--- src/rtl/core/apr_pkg.sv ---
`timescale 1ns / 1ps
// ----------------------------------------------------------------------------
// apr_pkg
// Shared constants for the accumulated pixel resolve block.
// ----------------------------------------------------------------------------
package apr_pkg;

  // Default datapath shape
  localparam int unsigned AprSumWidth = 32;
  localparam int unsigned AprFracBits = 16;

  // Sample count register
  localparam int unsigned AprCntW   = 16;
  localparam int unsigned AprDataW  = 32;
  localparam int unsigned AprAddrW  = 3;

  // Register index, taken from paddr[2]
  localparam logic AprRegSampleCount = 1'b0;

  // Constant alpha byte of the packed word
  localparam logic [7:0] AprAlpha = 8'hFF;

endpackage

--- src/rtl/core/apr_channel.sv ---
`timescale 1ns / 1ps
// ----------------------------------------------------------------------------
// apr_channel
// One color lane: pipelined restoring divide by the sample count with
// saturation at 1.0, pipelined bit-per-stage square root, scale to a byte.
// ----------------------------------------------------------------------------
module apr_channel #(
  parameter int unsigned SUM_WIDTH = apr_pkg::AprSumWidth,
  parameter int unsigned FRAC_BITS = apr_pkg::AprFracBits
) (
  input  logic                         clk_i,
  input  logic                         en_i,
  input  logic [SUM_WIDTH-1:0]         sum_i,
  input  logic [apr_pkg::AprCntW-1:0]  div_i,
  output logic [7:0]                   byte_o
);
  import apr_pkg::*;

  localparam int unsigned F    = FRAC_BITS;
  localparam int unsigned DW   = AprCntW;
  localparam int unsigned RW   = DW + 1;          // divide remainder
  localparam int unsigned EW   = SUM_WIDTH + DW + F + 2;
  localparam int unsigned R    = F + 1;           // root bits
  localparam int unsigned VW   = 2 * R;           // radicand bits
  localparam int unsigned SRW  = R + 3;           // root remainder
  localparam logic [R-1:0] One = R'(1) << F;

  // ---------------- stage 0: operand split and saturation check
  logic [EW-1:0] ext;
  logic [EW-1:0] thresh;
  assign ext    = EW'(sum_i);
  assign thresh = (EW'(div_i) << F) + EW'(div_i);

  logic [RW-1:0] rem_q [0:F+1];
  logic [F:0]    qs_q  [0:F+1];
  logic          sat_q [0:F+1];

  always_ff @(posedge clk_i) begin
    if (en_i) begin
      rem_q[0] <= ext[F+1 +: RW];
      qs_q[0]  <= ext[F:0];
      sat_q[0] <= (ext >= thresh);
    end
  end

  // ---------------- divide: one quotient bit per stage
  for (genvar k = 1; k <= F + 1; k++) begin : g_div
    logic [RW-1:0] t;
    logic          ge;
    assign t  = {rem_q[k-1][RW-2:0], qs_q[k-1][F]};
    assign ge = (t >= RW'(div_i));
    always_ff @(posedge clk_i) begin
      if (en_i) begin
        rem_q[k] <= ge ? (t - RW'(div_i)) : t;
        qs_q[k]  <= {qs_q[k-1][F-1:0], ge};
        sat_q[k] <= sat_q[k-1];
      end
    end
  end

  // Mean, held at 1.0
  logic [R-1:0] mean;
  assign mean = sat_q[F+1] ? One : qs_q[F+1];

  // ---------------- square root: one root bit per stage
  logic [SRW-1:0] sr_q [0:R];
  logic [R-1:0]   rt_q [0:R];
  logic [VW-1:0]  vs_q [0:R];

  assign sr_q[0] = '0;
  assign rt_q[0] = '0;
  assign vs_q[0] = VW'({mean, {F{1'b0}}});

  for (genvar j = 1; j <= R; j++) begin : g_sqrt
    logic [SRW-1:0] t;
    logic [SRW-1:0] trial;
    logic           ge;
    assign t     = {sr_q[j-1][SRW-3:0], vs_q[j-1][VW-1 -: 2]};
    assign trial = SRW'({rt_q[j-1], 2'b01});
    assign ge    = (t >= trial);
    always_ff @(posedge clk_i) begin
      if (en_i) begin
        sr_q[j] <= ge ? (t - trial) : t;
        rt_q[j] <= {rt_q[j-1][R-2:0], ge};
        vs_q[j] <= {vs_q[j-1][VW-3:0], 2'b00};
      end
    end
  end

  // ---------------- clamp, times 255, truncate to a byte
  logic [R-1:0]   rc;
  logic [R+7:0]   prod;
  logic [7:0]     byte_q;
  assign rc   = (rt_q[R] > One) ? One : rt_q[R];
  assign prod = {rc, 8'h00} - (R+8)'(rc);

  always_ff @(posedge clk_i) begin
    if (en_i) begin
      byte_q <= prod[F +: 8];
    end
  end

  assign byte_o = byte_q;

endmodule
--- config.mk ---
export PLATFORM = sky130hd
export DESIGN_NAME = apr_channel
export DESIGN_NICKNAME = d
export VERILOG_FILES = /design/src/rtl/core/apr_pkg.sv /design/src/rtl/core/apr_channel.sv
export SDC_FILE = /design/constraint.sdc
export NUM_CORES = 2
export LEC_CHECK = 0
export BUFFER_PORTS_ARGS = -buffer_cell sky130_fd_sc_hd__buf_2
export CAP_MARGIN = 20
export CORE_ASPECT_RATIO = 0.9
export CORE_UTILIZATION = 55
export DETAILED_ROUTE_END_ITERATION = 10
export GPL_TIMING_DRIVEN = 0
export PLACE_DENSITY = 0.78
export RECOVER_POWER = 50
export SYNTH_ARGS = -nofsm -noshare
export SYNTH_HDL_FRONTEND = slang
export SYNTH_SLANG_ARGS = --single-unit
--- constraint.sdc ---
create_clock -name clk_i -period 9.9 [get_ports clk_i]
set_input_delay 1.98 -clock clk_i [delete_from_list [all_inputs] [get_ports clk_i]]
set_output_delay 1.98 -clock clk_i [all_outputs]
set_load 0.01 [all_outputs]
# --- Word level (Yosys, flattened, before mapping) ---
# Memory sizes are Yosys's and may differ from the RTL's.
# Index checks and enable logic that the tools add are counted.
# W data, S select, Z words.
word_totals:
  regBits: 505
  ramBits: 630
  out_inout_bits: 8
  word_cells: 161
  n_memories: 3
op_classes:
  addsub: 35
  n_lt_le_gt_ge: 36
  muxes: 37
mem_list:
  columns: ["memory", "words", "width", "rd", "rd_clocked_by_memory_dff", "wr", "line_no", "rtl"]
  rows:
  - ["qs_q", 18, 17, 18, 0, 18, "apr_channel.sv:35", "logic [F:0] qs_q [0:F+1];"]
  - ["rem_q", 18, 17, 17, 0, 18, "apr_channel.sv:34", "logic [RW-1:0] rem_q [0:F+1];"]
  - ["sat_q", 18, 1, 18, 0, 18, "apr_channel.sv:36", "logic sat_q [0:F+1];"]
op_table:
  columns: ["cell", "n"]
  rows:
  - ["$mux W17", 19]
  - ["$ge A17 B16 Y1", 17]
  - ["$sub A17 B16 Y17", 17]
  - ["$mux W18", 15]
  - ["$add A32 B16 Y33", 1]
  - ["$ge A32 B33 Y1", 1]
  - ["$sub A24 B17 Y24", 1]
  - ["$ge A20 B10 Y1", 1]
  - ["$ge A20 B11 Y1", 1]
  - ["$ge A20 B12 Y1", 1]
  - ["$ge A20 B13 Y1", 1]
  - ["$ge A20 B14 Y1", 1]
  - ["$ge A20 B15 Y1", 1]
  - ["$ge A20 B16 Y1", 1]
  - ["$ge A20 B17 Y1", 1]
  - ["$ge A20 B18 Y1", 1]
  - ["$ge A20 B3 Y1", 1]
  - ["$ge A20 B4 Y1", 1]
  - ["$ge A20 B5 Y1", 1]
  - ["$ge A20 B6 Y1", 1]
  - ["$ge A20 B7 Y1", 1]
  - ["$ge A20 B8 Y1", 1]
  - ["$ge A20 B9 Y1", 1]
  - ["$sub A18 B10 Y18", 1]
  - ["18 further kinds", 20]

# --- Depth between registers and ports, before layout ---
# An unclocked memory read counts as a cell.
logic_depth:
  ltp_word: 4
  depth_mapped: 14
  ltp_nobuf: 13

# --- Worst setup path before layout ---
# OpenSTA, ideal clock, no wires.
synth_path:
  path_type: "in2reg"
  start: "input div_i[1] (netlist name)"
  end: "memory rem_q[1][4] (netlist name) (data pin)"
  arrival_time_ps: 4877
  required_ps: 9640
  path_slack_ps: 4763
  path_stages: 11
  path_buffers: 1
  cell_sequence: "inv_1 > ha_1 > nor2b_1 > o31a_1 > o41a_1 > a41oi_1 > a21oi_1 > o21a_1 > o31ai_1 > clkbuf_1 > mux2_2"
synth_rtl:
  columns: ["element", "line_no", "rtl"]
  rows:
  - ["from (decl)", "apr_channel.sv:14", "input logic [apr_pkg::AprCntW-1:0] div_i,"]
  - ["to (decl)", "apr_channel.sv:34", null]

==> results.md <==
• run status: finished, violations left
• failing checks: capacitance limit, slew limit
• capturing element type of the critical path: flop
• dominant synthesized flop cell: sky130_fd_sc_hd__edfxtp_1
• clock latency at the later pin of the worst-skew pair: 0.70 ns
• area share of the largest cell type after synthesis: 56.8%
• synthesized area per cell: 12.3 sq um
• unrepaired setup endpoints after global routing: no
• #FFs+latches synth: 1085
• Max-Slew Margin vs Limit: -251%
• DRT Wirelength: 115000 um
• total via count after detailed routing: 36500
• critical-path cell list: clkbuf_1 -> buf_16 -> buf_16 -> buf_16
• portion of the post-synthesis area used by sequential elements: 56.8%
• Critical Setup Path Class: in2reg
• synth-to-layout area growth: 10.3%
• cell types occupying the most area after synthesis: sky130_fd_sc_hd__edfxtp_1, sky130_fd_sc_hd__ha_1, sky130_fd_sc_hd__xnor2_1
• Buffers on Ports: 57
• # resized after CTS: 0
• via density per instance: 5.79
• Critical Path Source Type: primary input
• number of global-route vias before repair: 36500
• leak pwr: 0.0247 uW
• worst clock skew: 0.0227 ns
• antenna-violating nets left: 0
• final number of setup-violating endpoints: 0
• clock period minus worst slack: 6.85 ns
• number of buffers created by CTS: 110
• Largest stage delay, worst path: 3.60 ns
• number of H-tree levels: 3
• clock buffer depth: 3
• share of final-layout standard cells stronger than drive strength 1: 7.98%
• IO Count: 58
• drt initial violations: 2539
• area of the mapped netlist: 0.0573 sq mm
• Clk pin slew, worst setup/hold paths: 0.06 ns
• average routed wire per standard cell: 18.2 um
• data required time of the critical path: 10.23 ns
• most frequent cell on the critical path: sky130_fd_sc_hd__buf_16
• Async S/R FF share, synth: 0%
• Post-Route Utilization: 61.7%
• kind of cell with the highest combined delay on the critical path: buffers and inverters
• total buffers and inverters traversed by the critical path: 4
• number of remaining DRC errors: 0
• First-pass DRT Iterations: 8
• # clock sinks: 1085
• Total Die Area: 0.106 sq mm
• worst hold path class: reg2reg
• post-CTS setup buffers: 0
• Post-Route Setup TNS: 0 ns
• pin count of the biggest net entering global routing: 141
• top cell types by occurrence after synthesis: sky130_fd_sc_hd__edfxtp_1, sky130_fd_sc_hd__ha_1, sky130_fd_sc_hd__a21oi_1
• width of the die: 342 um
• CTS Hold Buffers Added: 0
• area leader, netlist: sky130_fd_sc_hd__edfxtp_1
• number of standard cells after synthesis: 4663
• net count after synthesis: 5202
• Chip Height: 308 um
• VDD IR-drop max: 155 uV
• number of rows created at floorplan: 111
• core area: 0.102 sq mm
• DPL Wire Length: 78800 um
• number of pins exceeding their max-slew limit in the final report: 99
• GRT overflow: 0
• highest clock rate: 146 MHz
• GRT Resource Usage Total: 21.8%
• nets: 5387
• clock tree from TritonCTS: done
• maximum fanout along the worst path: 136
• Worst Tran Pin Value: 5.27 ns
• power density normalized to cell area: 262 mW/mm^2
• most repeated cell in the gate-level netlist after synthesis: sky130_fd_sc_hd__edfxtp_1
• initial standard-cell utilization of the core: 55.9%
• worst-path cell with the longest stage delay: sky130_fd_sc_hd__clkbuf_1
• cell chosen for the clock root: sky130_fd_sc_hd__clkbuf_16
• RePlAce Congestion: 0.892
• antenna violations before repair: 0
• global-route wire length before repair: 184000 um
• max-cap violations: 1
• Unique masters post-synth: 75
• number of endpoints with negative hold slack in the final report: 0
• number of warning messages in the yosys log: 0
• critical path data arrival time: 7.17 ns
• share of the cycle needed by the critical path after routing: 69.2%
• Post-synth EDFFs: 1085
## power by group
| part | total, uW | internal [uW] | switching (uW) | leakage (uW) |
|---|---|---|---|---|
| clock | 4070 | 2320 | 1750 | 0.00172 |
| sequential | 6850 | 6340 | 507 | 0.0104 |
| combinational | 5650 | 2510 | 3140 | 0.0126 |
## sequential cells by signal, summed over array words and instances, names as in the netlist
name	flops
qs_q	306
g_sqrt.t	273
rem_q	271
g_sqrt.trial	136
vs_q	56
sat_q	18
rt_q	17
byte_o	8
## per-layer routing
metal  global-route usage (%)  share of wire (%)  up-vias
met5                        0                  0        -
met4                     8.97                4.0        0
li1                         -                  -    17700
met3                     2.72                4.7      247
met1                     27.4                 42    17600
met2                     38.0                 49      954
## area by class of cell
type / instances / area, sq um
repair buffers: 73 / 686
fillers: 7687 / 39300
flip-flops and latches: 1085 / 32600
inverters: 317 / 1190
clock buffers: 140 / 2910
multi-input cells: 3198 / 23300
plain buffers: 63 / 236
diodes: 1 / 2.50
clock inverters: 64 / 621
well taps: 1356 / 1700
## cell usage in the layout, fill, tap and decap left out, types with 12 or more instances in the layout
master                         n
sky130_fd_sc_hd__edfxtp_1   1085
sky130_fd_sc_hd__ha_1        466
sky130_fd_sc_hd__a21oi_1     316
sky130_fd_sc_hd__nor2_1      315
sky130_fd_sc_hd__inv_1       308
sky130_fd_sc_hd__nand2_1     305
sky130_fd_sc_hd__o21ai_0     231
sky130_fd_sc_hd__xnor2_1     208
sky130_fd_sc_hd__xor2_1      175
sky130_fd_sc_hd__mux2_2      145
sky130_fd_sc_hd__clkbuf_1    121
sky130_fd_sc_hd__a21o_1      118
sky130_fd_sc_hd__clkbuf_16   112
sky130_fd_sc_hd__nor2b_1      93
sky130_fd_sc_hd__nor3_1       89
sky130_fd_sc_hd__o21a_1       81
sky130_fd_sc_hd__nand3_1      75
sky130_fd_sc_hd__nand2b_1     54
sky130_fd_sc_hd__nor4_1       51
sky130_fd_sc_hd__nand4_1      48
sky130_fd_sc_hd__or3_1        37
sky130_fd_sc_hd__o21bai_1     35
sky130_fd_sc_hd__and3_1       28
sky130_fd_sc_hd__o31ai_1      27
sky130_fd_sc_hd__buf_2        25
sky130_fd_sc_hd__a31oi_1      24
sky130_fd_sc_hd__fa_1         23
sky130_fd_sc_hd__clkinv_2     23
sky130_fd_sc_hd__or2_2        22
sky130_fd_sc_hd__a211oi_1     21
sky130_fd_sc_hd__a21boi_0     21
sky130_fd_sc_hd__mux2i_1      20
sky130_fd_sc_hd__clkinv_1     18
sky130_fd_sc_hd__or4_1        16
sky130_fd_sc_hd__buf_16       16
sky130_fd_sc_hd__o41ai_1      14
sky130_fd_sc_hd__and2_1       13
sky130_fd_sc_hd__a2111oi_0    12
## final timing paths
kind	from	endpoint	slack (ns)	depth (start not counted)
worst max register to register	g_sqrt[13].t[2]	g_sqrt[14].t[12]	5.71	12
worst max-delay path	en_i	qs_q[11][4]	3.05	4
worst min-delay path	vs_q[535]	vs_q[503]	0.41	0
worst min register to register	vs_q[535]	vs_q[503]	0.41	0
## worst reg2reg max path: stages (launching register included)
cell,delay [ns]
sky130_fd_sc_hd__edfxtp_1,0.47
sky130_fd_sc_hd__ha_1,0.28
sky130_fd_sc_hd__fa_1,0.42
sky130_fd_sc_hd__a21o_1,0.21
sky130_fd_sc_hd__a21oi_1,0.26
sky130_fd_sc_hd__nor2b_1,0.08
sky130_fd_sc_hd__o21ai_0,0.25
sky130_fd_sc_hd__a31oi_1,0.18
sky130_fd_sc_hd__o41a_1,0.40
sky130_fd_sc_hd__or3b_2,0.47
sky130_fd_sc_hd__clkbuf_1,0.23
sky130_fd_sc_hd__clkbuf_1,0.31
sky130_fd_sc_hd__mux2_2,0.35
## logic make-up (layout without fill, tap and decap cells)
| logic type | after synthesis | in the layout | share of synthesized area, % |
|---|---|---|---|
| buffers and inverters | 380 | 657 | 2.49 |
| AOI/OAI and AO/OA | 991 | 991 | 10.8 |
| other | 1 | 2 | 0.00654 |
| xor gates and xnor gates | 383 | 383 | 5.85 |
| adders and majority gates | 489 | 489 | 11.0 |
| muxes | 165 | 165 | 3.20 |
| DFF | 1085 | 1085 | 56.8 |
| and+or+nand+nor | 1169 | 1169 | 9.85 |
## stage by stage
step | cell area [sq um] | setup WS (ns) | power, uW | std cells | hold slack (ns)
2_1_floorplan | 57300 | 4.76 | 11000 | 4663 | 0.400
3_3_place_gp | 59300 | -9.30 | 12400 | 6076 | 0.400
3_5_place_dp | 59800 | 2.59 | 12400 | 6092 | 0.405
4_1_cts | 63300 | 3.33 | 16600 | 6296 | 0.402
5_1_grt | 63200 | 2.54 | 17500 | 6296 | 0.412
6_report | 63200 | 3.05 | 16600 | 6297 | 0.412
Power figures use the tool's default switching activity.
